`config.mk`:
```
export PLATFORM = sky130hd
export DESIGN_NAME = aes_ctrl
export DESIGN_NICKNAME = d
export VERILOG_FILES = /design/src/sv/aes_pkg.sv /design/src/sv/aes_ctrl.sv
export SDC_FILE = /design/constraint.sdc
export NUM_CORES = 1
export LEC_CHECK = 0
export BUFFER_PORTS_ARGS = -buffer_cell sky130_fd_sc_hd__buf_2
export CAP_MARGIN = 20
export CORE_MARGIN = 1.5
export CORE_UTILIZATION = 40
export DETAILED_ROUTE_END_ITERATION = 12
export GPL_ROUTABILITY_DRIVEN = 1
export SYNTH_ARGS = -nofsm -noshare
export SYNTH_HDL_FRONTEND = slang
export SYNTH_SLANG_ARGS = --single-unit
```
`constraint.sdc`:
```
create_clock -name clk -period 5.1 [get_ports clk]
set_input_delay 1.02 -clock clk [delete_from_list [all_inputs] [get_ports clk]]
set_output_delay 1.02 -clock clk [all_outputs]
set_load 0.02 [all_outputs]
```
`src/sv/aes_pkg.sv`:
```
// ----------------------------------------------------------------------------
// AES package
// Shared types, constants and byte-level functions for the AES block cipher.
// ----------------------------------------------------------------------------
`default_nettype none

package aes_pkg;

  // configuration register indexes
  localparam logic [2:0] REG_KEY0   = 3'd0;
  localparam logic [2:0] REG_KEY1   = 3'd1;
  localparam logic [2:0] REG_KEY2   = 3'd2;
  localparam logic [2:0] REG_KEY3   = 3'd3;
  localparam logic [2:0] REG_KEYLEN = 3'd4;

  // key length codes
  localparam logic [1:0] KLEN_128 = 2'd0;
  localparam logic [1:0] KLEN_192 = 2'd1;
  localparam logic [1:0] KLEN_256 = 2'd2;
  localparam logic [1:0] KLEN_BAD = 2'd3;

  localparam logic OP_ENC = 1'b0;
  localparam logic OP_DEC = 1'b1;

  typedef enum logic [2:0] {
    ST_IDLE,
    ST_EXPAND,
    ST_LOAD,
    ST_ROUND,
    ST_DONE
  } aes_state_t;

  // controller to datapath commands
  typedef struct packed {
    logic       load_block;   // capture input block
    logic       round_en;     // run one cipher round
    logic       last_round;   // round without mix columns
    logic       decrypt;
    logic       exp_init;     // start expansion
    logic       exp_step;     // produce one expanded word
    logic [5:0] rk_addr;      // round-key word address for current round
  } aes_cmd_t;

  // datapath status
  typedef struct packed {
    logic exp_done;
  } aes_stat_t;

  function automatic logic [7:0] sbox_f(input logic [7:0] a);
    logic [7:0] t [256];
    t = '{
    8'h63,8'h7c,8'h77,8'h7b,8'hf2,8'h6b,8'h6f,8'hc5,8'h30,8'h01,8'h67,8'h2b,8'hfe,8'hd7,8'hab,8'h76,
    8'hca,8'h82,8'hc9,8'h7d,8'hfa,8'h59,8'h47,8'hf0,8'had,8'hd4,8'ha2,8'haf,8'h9c,8'ha4,8'h72,8'hc0,
    8'hb7,8'hfd,8'h93,8'h26,8'h36,8'h3f,8'hf7,8'hcc,8'h34,8'ha5,8'he5,8'hf1,8'h71,8'hd8,8'h31,8'h15,
    8'h04,8'hc7,8'h23,8'hc3,8'h18,8'h96,8'h05,8'h9a,8'h07,8'h12,8'h80,8'he2,8'heb,8'h27,8'hb2,8'h75,
    8'h09,8'h83,8'h2c,8'h1a,8'h1b,8'h6e,8'h5a,8'ha0,8'h52,8'h3b,8'hd6,8'hb3,8'h29,8'he3,8'h2f,8'h84,
    8'h53,8'hd1,8'h00,8'hed,8'h20,8'hfc,8'hb1,8'h5b,8'h6a,8'hcb,8'hbe,8'h39,8'h4a,8'h4c,8'h58,8'hcf,
    8'hd0,8'hef,8'haa,8'hfb,8'h43,8'h4d,8'h33,8'h85,8'h45,8'hf9,8'h02,8'h7f,8'h50,8'h3c,8'h9f,8'ha8,
    8'h51,8'ha3,8'h40,8'h8f,8'h92,8'h9d,8'h38,8'hf5,8'hbc,8'hb6,8'hda,8'h21,8'h10,8'hff,8'hf3,8'hd2,
    8'hcd,8'h0c,8'h13,8'hec,8'h5f,8'h97,8'h44,8'h17,8'hc4,8'ha7,8'h7e,8'h3d,8'h64,8'h5d,8'h19,8'h73,
    8'h60,8'h81,8'h4f,8'hdc,8'h22,8'h2a,8'h90,8'h88,8'h46,8'hee,8'hb8,8'h14,8'hde,8'h5e,8'h0b,8'hdb,
    8'he0,8'h32,8'h3a,8'h0a,8'h49,8'h06,8'h24,8'h5c,8'hc2,8'hd3,8'hac,8'h62,8'h91,8'h95,8'he4,8'h79,
    8'he7,8'hc8,8'h37,8'h6d,8'h8d,8'hd5,8'h4e,8'ha9,8'h6c,8'h56,8'hf4,8'hea,8'h65,8'h7a,8'hae,8'h08,
    8'hba,8'h78,8'h25,8'h2e,8'h1c,8'ha6,8'hb4,8'hc6,8'he8,8'hdd,8'h74,8'h1f,8'h4b,8'hbd,8'h8b,8'h8a,
    8'h70,8'h3e,8'hb5,8'h66,8'h48,8'h03,8'hf6,8'h0e,8'h61,8'h35,8'h57,8'hb9,8'h86,8'hc1,8'h1d,8'h9e,
    8'he1,8'hf8,8'h98,8'h11,8'h69,8'hd9,8'h8e,8'h94,8'h9b,8'h1e,8'h87,8'he9,8'hce,8'h55,8'h28,8'hdf,
    8'h8c,8'ha1,8'h89,8'h0d,8'hbf,8'he6,8'h42,8'h68,8'h41,8'h99,8'h2d,8'h0f,8'hb0,8'h54,8'hbb,8'h16};
    return t[a];
  endfunction

  function automatic logic [7:0] sbox_i(input logic [7:0] a);
    logic [7:0] t [256];
    t = '{
    8'h52,8'h09,8'h6a,8'hd5,8'h30,8'h36,8'ha5,8'h38,8'hbf,8'h40,8'ha3,8'h9e,8'h81,8'hf3,8'hd7,8'hfb,
    8'h7c,8'he3,8'h39,8'h82,8'h9b,8'h2f,8'hff,8'h87,8'h34,8'h8e,8'h43,8'h44,8'hc4,8'hde,8'he9,8'hcb,
    8'h54,8'h7b,8'h94,8'h32,8'ha6,8'hc2,8'h23,8'h3d,8'hee,8'h4c,8'h95,8'h0b,8'h42,8'hfa,8'hc3,8'h4e,
    8'h08,8'h2e,8'ha1,8'h66,8'h28,8'hd9,8'h24,8'hb2,8'h76,8'h5b,8'ha2,8'h49,8'h6d,8'h8b,8'hd1,8'h25,
    8'h72,8'hf8,8'hf6,8'h64,8'h86,8'h68,8'h98,8'h16,8'hd4,8'ha4,8'h5c,8'hcc,8'h5d,8'h65,8'hb6,8'h92,
    8'h6c,8'h70,8'h48,8'h50,8'hfd,8'hed,8'hb9,8'hda,8'h5e,8'h15,8'h46,8'h57,8'ha7,8'h8d,8'h9d,8'h84,
    8'h90,8'hd8,8'hab,8'h00,8'h8c,8'hbc,8'hd3,8'h0a,8'hf7,8'he4,8'h58,8'h05,8'hb8,8'hb3,8'h45,8'h06,
    8'hd0,8'h2c,8'h1e,8'h8f,8'hca,8'h3f,8'h0f,8'h02,8'hc1,8'haf,8'hbd,8'h03,8'h01,8'h13,8'h8a,8'h6b,
    8'h3a,8'h91,8'h11,8'h41,8'h4f,8'h67,8'hdc,8'hea,8'h97,8'hf2,8'hcf,8'hce,8'hf0,8'hb4,8'he6,8'h73,
    8'h96,8'hac,8'h74,8'h22,8'he7,8'had,8'h35,8'h85,8'he2,8'hf9,8'h37,8'he8,8'h1c,8'h75,8'hdf,8'h6e,
    8'h47,8'hf1,8'h1a,8'h71,8'h1d,8'h29,8'hc5,8'h89,8'h6f,8'hb7,8'h62,8'h0e,8'haa,8'h18,8'hbe,8'h1b,
    8'hfc,8'h56,8'h3e,8'h4b,8'hc6,8'hd2,8'h79,8'h20,8'h9a,8'hdb,8'hc0,8'hfe,8'h78,8'hcd,8'h5a,8'hf4,
    8'h1f,8'hdd,8'ha8,8'h33,8'h88,8'h07,8'hc7,8'h31,8'hb1,8'h12,8'h10,8'h59,8'h27,8'h80,8'hec,8'h5f,
    8'h60,8'h51,8'h7f,8'ha9,8'h19,8'hb5,8'h4a,8'h0d,8'h2d,8'he5,8'h7a,8'h9f,8'h93,8'hc9,8'h9c,8'hef,
    8'ha0,8'he0,8'h3b,8'h4d,8'hae,8'h2a,8'hf5,8'hb0,8'hc8,8'heb,8'hbb,8'h3c,8'h83,8'h53,8'h99,8'h61,
    8'h17,8'h2b,8'h04,8'h7e,8'hba,8'h77,8'hd6,8'h26,8'he1,8'h69,8'h14,8'h63,8'h55,8'h21,8'h0c,8'h7d};
    return t[a];
  endfunction

  // multiply by x in GF(2^8)
  function automatic logic [7:0] xt(input logic [7:0] a);
    return {a[6:0], 1'b0} ^ (a[7] ? 8'h1b : 8'h00);
  endfunction

  function automatic logic [31:0] sub_word(input logic [31:0] w);
    return {sbox_f(w[31:24]), sbox_f(w[23:16]), sbox_f(w[15:8]), sbox_f(w[7:0])};
  endfunction

  // forward mix of one column, byte 0 in bits 31:24
  function automatic logic [31:0] mix_fwd(input logic [31:0] c);
    logic [7:0] a0, a1, a2, a3;
    a0 = c[31:24]; a1 = c[23:16]; a2 = c[15:8]; a3 = c[7:0];
    return {xt(a0) ^ xt(a1) ^ a1 ^ a2 ^ a3,
            a0 ^ xt(a1) ^ xt(a2) ^ a2 ^ a3,
            a0 ^ a1 ^ xt(a2) ^ xt(a3) ^ a3,
            xt(a0) ^ a0 ^ a1 ^ a2 ^ xt(a3)};
  endfunction

  // inverse mix: premultiply by {05,00,04,00} then forward mix
  function automatic logic [31:0] mix_inv(input logic [31:0] c);
    logic [7:0] a0, a1, a2, a3, u, v;
    a0 = c[31:24]; a1 = c[23:16]; a2 = c[15:8]; a3 = c[7:0];
    u = xt(xt(a0 ^ a2));
    v = xt(xt(a1 ^ a3));
    return mix_fwd({a0 ^ u, a1 ^ v, a2 ^ u, a3 ^ v});
  endfunction

endpackage

`default_nettype wire

```
`src/sv/aes_ctrl.sv`:
```
// ----------------------------------------------------------------------------
// AES controller
// Sequences key expansion and the rounds of one block.
// ----------------------------------------------------------------------------
`default_nettype none

module aes_ctrl
  import aes_pkg::*;
(
  input  wire logic       clk,
  input  wire logic       rst_n,
  input  wire logic       start,
  input  wire logic       op,
  input  wire logic [1:0] key_len,
  input  wire logic       cfg_wr,
  input  wire aes_stat_t  stat,
  output aes_cmd_t        cmd,
  output logic            busy,
  output logic            done,
  output logic            err
);

  aes_state_t st_r, st_nxt;
  logic       ready_r, ready_nxt;
  logic       dec_r, dec_nxt;
  logic [3:0] rnd_r, rnd_nxt;   // round counter
  logic       ph_r, ph_nxt;     // 0: address issued, 1: data valid
  logic       err_r, err_nxt;
  logic [3:0] nr;

  assign nr = (key_len == KLEN_128) ? 4'd10 : (key_len == KLEN_192) ? 4'd12 : 4'd14;

  always_ff @(posedge clk) begin
    if (!rst_n) begin
      st_r    <= ST_IDLE;
      ready_r <= 1'b0;
      err_r   <= 1'b0;
    end else begin
      st_r    <= st_nxt;
      ready_r <= ready_nxt;
      err_r   <= err_nxt;
    end
    dec_r <= dec_nxt;
    rnd_r <= rnd_nxt;
    ph_r  <= ph_nxt;
  end

  // round key row for the round about to run
  logic [3:0] krow;
  assign krow = dec_r ? nr - rnd_r : rnd_r;

  always_comb begin
    st_nxt    = st_r;
    ready_nxt = ready_r;
    dec_nxt   = dec_r;
    rnd_nxt   = rnd_r;
    ph_nxt    = ph_r;
    err_nxt   = err_r;
    cmd       = '0;
    cmd.decrypt = dec_r;
    cmd.rk_addr = {krow, 2'b00};
    done      = 1'b0;
    case (st_r)
      ST_IDLE: begin
        if (start) begin
          dec_nxt = op;
          rnd_nxt = 4'd0;
          ph_nxt  = 1'b0;
          cmd.load_block = 1'b1;
          if (key_len == KLEN_BAD) begin
            err_nxt = 1'b1;
            st_nxt  = ST_DONE;
          end else if (!ready_r) begin
            err_nxt = 1'b0;
            cmd.exp_init = 1'b1;
            st_nxt  = ST_EXPAND;
          end else begin
            err_nxt = 1'b0;
            st_nxt  = ST_LOAD;
          end
        end
      end
      ST_EXPAND: begin
        cmd.exp_step = !stat.exp_done;
        if (stat.exp_done) begin
          ready_nxt = 1'b1;
          st_nxt    = ST_LOAD;
        end
      end
      ST_LOAD: begin
        // read first key row, then add it
        if (ph_r) begin
          cmd.rk_addr = {krow, 2'b01};
          rnd_nxt = 4'd1;
          ph_nxt  = 1'b0;
          st_nxt  = ST_ROUND;
        end else
          ph_nxt = 1'b1;
      end
      ST_ROUND: begin
        if (ph_r) begin
          cmd.round_en   = 1'b1;
          cmd.last_round = (rnd_r == nr);
          ph_nxt  = 1'b0;
          rnd_nxt = rnd_r + 4'd1;
          if (rnd_r == nr) st_nxt = ST_DONE;
        end else
          ph_nxt = 1'b1;
      end
      ST_DONE: begin
        done   = 1'b1;
        st_nxt = ST_IDLE;
      end
      default: st_nxt = ST_IDLE;
    endcase
    if (cfg_wr) ready_nxt = 1'b0;
  end

  assign busy = (st_r != ST_IDLE);
  assign err  = err_r;

  a_done_idle: assert property (@(posedge clk) disable iff (!rst_n)
    st_r == ST_DONE |=> st_r == ST_IDLE) else $error("done not followed by idle");
  a_exp_ready: assert property (@(posedge clk) disable iff (!rst_n)
    st_r == ST_EXPAND && stat.exp_done && !cfg_wr |=> ready_r)
    else $error("keys not marked ready");
  a_round_bound: assert property (@(posedge clk) disable iff (!rst_n)
    st_r == ST_ROUND |-> rnd_r <= nr) else $error("round count overrun");

endmodule

`default_nettype wire

```
Yosys cells after proc, flatten, opt, wreduce, memory -nomap -nowiden
Index checks and enable logic that the tools add are counted.

Flip-flop bits (word level): 11. Output and inout port bits: 15. Word-level logic and storage cells: 65.

$add $sub $neg: 2. Equality and inequality tests: 12. Mux-type cells: 31. Bitwise gates (word level): 1. Reduce and logical (&&, ||, !) cells: 13.

Operators by type and width (count): 3-bit two-way mux (7); 4-bit two-way mux (4); 1-bit two-way mux (13); 3-bit one-hot mux with 4 select lines (1); 4-bit one-hot mux with 3 select lines (1); 2-bit inequality test, second input constant (5); 2-bit two-way mux (4); 3-bit by 2-bit == test with 1-bit output, second input constant (2); 2-bit AND reduction (3); 3-bit nonzero test (2); 5-bit AND reduction (1); 4-bit by 1-bit adder with 4-bit output, second input constant (1); 4-bit == test (1); 4-bit AND reduction (1); 2-bit OR reduction (2); 4-bit subtractor (1); 3-bit by 1-bit == test with 1-bit output, second input constant (1); 3-bit == test, second input constant (1); 3-bit zero test (1); 2-bit by 1-bit == test with 1-bit output, second input constant (1); 2-bit == test, second input constant (1); 2-bit zero test (1); 1-bit one-hot mux with 2 select lines (1); 2-bit nonzero test (1); other kinds (2) (2).

Longest topological paths before layout
Depth in word-level cells: 7. Mapped depth: 7.

Worst setup path before layout
No wires, ideal clock.

Kind: input to output. From: input key_len[0]. To: output cmd[5] (netlist bit). Arrival time: 2.201 ns. Data required time: 4.080 ns. Setup slack: 1.879 ns. Cell stages on the path: 5. Path buffers: 0. Path through: or2_2 -> ha_1 -> o21a_1 -> o21ai_0 -> xnor2_1.

RTL lines: start, declared (line aes_ctrl.sv:14) `input wire logic [1:0] key_len,`; end, declared (line aes_ctrl.sv:17) `output aes_cmd_t cmd,`.

==> flow_summary.toml <==
[status]
result_of_the_run = "completed"

[clock_network]
tritoncts = "done"
number_of_setup_buffers_added_after_cts = 0
clock_sinks = 11
cts.repair.resized = 0
clock_tree.root_cell = "clkbuf_4"
clkSlewWorstSetupHoldPaths_ps = 70
cts_buffers = 3
number_of_buffers_inserted_by_hold_repair_at_cts = 0
cts.htree.levels = 1
clock_tree.buffer_depth = 2
worst_skew_pair.late_latency_ps = 260

[critical_path]
worstSetupPathDepth = 8
critical_path.max_fanout = 5
crit_start = "key_len[1]"
cpLargestDelayFamily = "compound AO/OA/AOI/OAI gates"
ff2ff_setup_slack_ps = 3360
cp-endpoint = "cmd[5]"
cp_common_cell = "buf_2"
timing_worst_setup_path_type = "in -> out"
worst_ep_arrival_time_ps = 2420
cp_cell_sequence = "buf_2 > nand2b_1 > ha_1 > nor2b_1 > o21a_1 > o21ai_0 > xnor2_1 > buf_2"
timing.critical_path.slowest_stage_cell = "ha_1"
timing.critical_path.from_type = "input port"
critical_path.max_stage_delay_ps = 300
worst_r2r_startpoint = "rnd_r[1]"
critPathRequiredTime_ps = 4080
critical_path.endpoint_type = "output port"
critical_path.reg2reg.endpoint = "st_r[2]"
reg2reg_depth = 7
timing.critical_path.buf_inv = 2

[global_routing]
first_global_vias = 530
grt_first_pass_wirelength_um = 2220
grt_most_used_layer = "met2"
gr_usage_total_pct = 14.6
grt.overflow.total = 0
antenna_found_initial = 0
grt_util_met1_pct = 19.3
gr-usage-met2_pct = 22.5
global_route.usage.met3_pct = 2.31
grt_max_degree = 13

[layout]
layout.nets = 121
area.sequential_um2 = 280
areaGrowthSynthToFinish_pct = 14.7
fraction_of_final_layout_cells_sized_beyond_drive_strength_1_pct = 26.2
num-fill-cells = 186
multi_input_combinational_cell_area_um2 = 417
number_of_antenna_diodes = 0

[sta]
finalClockSkew_ps = 0.889
setup_viol = 0
fmaxAchievable_mhz = 290
period_minus_slack_ps = 3440
hold_viol_final = 0
relSlewSlack_pct = 61.7
setup_tns_ps = 0
slew_violations = 0
period_share_pct = 67.5
rsz0062_at_grt = "false"
tightest_slew_ps = 571

[placement]
place.detailed.hpwl_um = 1160
finalWeightedCongestion = 0.784
placement.io_buffers = 21

[die]
io_pins = 23
core_area_um2 = 1780
design.die.area_um2 = 2210
die_h_um = 47.0
fp-row-count = 15
initial_core_util_pct = 43.5
chipWidth_um = 47.0

[hold_path]
timing.hold.worst.start = "err"
worstHoldPathType = "reg -> reg"

[logic_synthesis]
synth_enable_flop_cells = 6
mappedNetlistNets = 101
yosysWarningCount = 0
count_of_different_cell_masters_after_synthesis = 34
synth_commonest_cells = "inv_1 (8), nand2_1 (8), nor2_1 (8), a21oi_1 (6), edfxtp_1 (6)"
syn-instance-count = 88
synthesis.area_um2 = 776
library_cell_occupying_the_most_area_in_the_post_synthesis_netlist = "edfxtp_1"
ys_dominant_reg_cell = "edfxtp_1"
yosysTopAreaCellShare_pct = 23.2
postSynthAreaPerCell_um2 = 8.82
ys_top_cells_by_area = "edfxtp_1 (23%), dfxtp_1 (13%), ha_1 (6.5%)"
part_of_the_yosys_area_used_for_sequential_elements_pct = 36.1
ys_ff_latch = 11
synthArstFlopShare_pct = 0

[route]
detail_route.wirelength_um = 1440
route.vias.total = 631
post-route-drc-count = 0
route.detailed.vias_per_inst = 4.78
drt_first_iter_violations = 9
drt-pass1-iter-count = 4
routed_wire_length_per_instance_um = 10.9
ant_nets = 0

[pwr]
internal_power_mw = 0.283
sw_frac_of_total_pct = 46.3
power.sequential.fraction_pct = 34.1
irDropWorstVdd_mv = 0.249
power_switching_mw = 0.244
p_per_area_nw_per_um2 = 593
combPwrFrac_pct = 54.9
fin_total_pwr_mw = 0.527
power.share.clock_pct = 10.9
power.static_leakage_nw = 0.417

[run]
max-cap-violations = 0
## routing by layer
| metal | routed length [µm] | share of wire, % | vias to the layer above |
|---|---|---|---|
| met2 | 671 | 46 | 14 |
| met3 | 38 | 2.6 | 2 |
| li1 | - | - | 333 |
| met4 | 19 | 1.3 | 0 |
| met1 | 714 | 49 | 282 |
| met5 | 0 | 0 | - |
## power groups by stage
| stage | logic, mW | clock network (mW) | registers (mW) |
|---|---|---|---|
| floorplan | 0.256 | 0 | 0.157 |
| global placement | 0.292 | 0 | 0.180 |
| detailed placement | 0.293 | 0 | 0.182 |
| CTS | 0.295 | 0.0610 | 0.180 |
| global route | 0.323 | 0.0650 | 0.186 |
| finish | 0.290 | 0.0577 | 0.180 |
## logic make-up after synthesis
logic type,Yosys count,synth area share (%)
simple gates,37,24.8
mux,2,2.58
fa+ha+maj,5,9.03
compound gates,14,12.3
other cells,1,0.483
xor+xnor,4,4.52
flops,11,36.1
buf+inv,14,10.2
## final cells by class
| class | instances | share of cell area, % |
|---|---|---|
| Clock buffer | 4 | 2.95 |
| Multi-Input combinational cell | 63 | 46.8 |
| Timing Repair Buffer | 21 | 11.8 |
| Tap cell | 25 | 3.52 |
| Inverter | 8 | 3.38 |
| Sequential cell | 11 | 31.5 |
## worst min path at each step
stage                         end  slack [ps]  cells after the start
after CTS                     err         470                      2
after floorplan           ready_r         500                      2
after global placement        err         460                      2
final                         err         470                      2
after global routing          err         500                      2
after detailed placement      err         460                      2
## sequential cells by signal, indices dropped and copies added (netlist names)
register,flops
rnd_r,4
st_r,3
dec_r,1
err,1
ph_r,1
ready_r,1
## metrics by stage
step	setup WS [ps]	cells	hold slack [ps]	util [%]	instance area (µm²)
2_1_floorplan	1880	88	500	-	776
3_3_place_gp	1700	128	457	48.4	863
3_5_place_dp	1660	128	463	48.4	863
4_1_cts	1650	132	474	49.9	890
5_1_grt	1530	132	504	49.9	890
6_report	1660	132	465	49.9	890
## worst register-to-register path, delay by kind of cell, from the launching register on
family / cells / cell delay [ps]
AND/OR/NAND/NOR: 3 / 490
adder cells (fa/ha/maj): 2 / 440
flip-flops: 1 / 380
AO/OA/AOI/OAI: 1 / 270
buffers and inverters: 1 / 100
## placed cells by master, fill, tap and decap left out, types with 2 or more instances in the layout
cell type and instances:
nor2_1 8, edfxtp_1 6, nand2b_1 2, dfxtp_1 5
or2_2 2, xnor2_1 3, nand4_1 2, clkbuf_4 3
and3_1 2, buf_2 21, nor3_1 3, nand2_1 8
nand3_1 3, a21oi_1 6, o21ai_0 3, mux2i_1 2
ha_1 4, inv_1 8
Note: power is estimated with default switching activity, not from simulation.
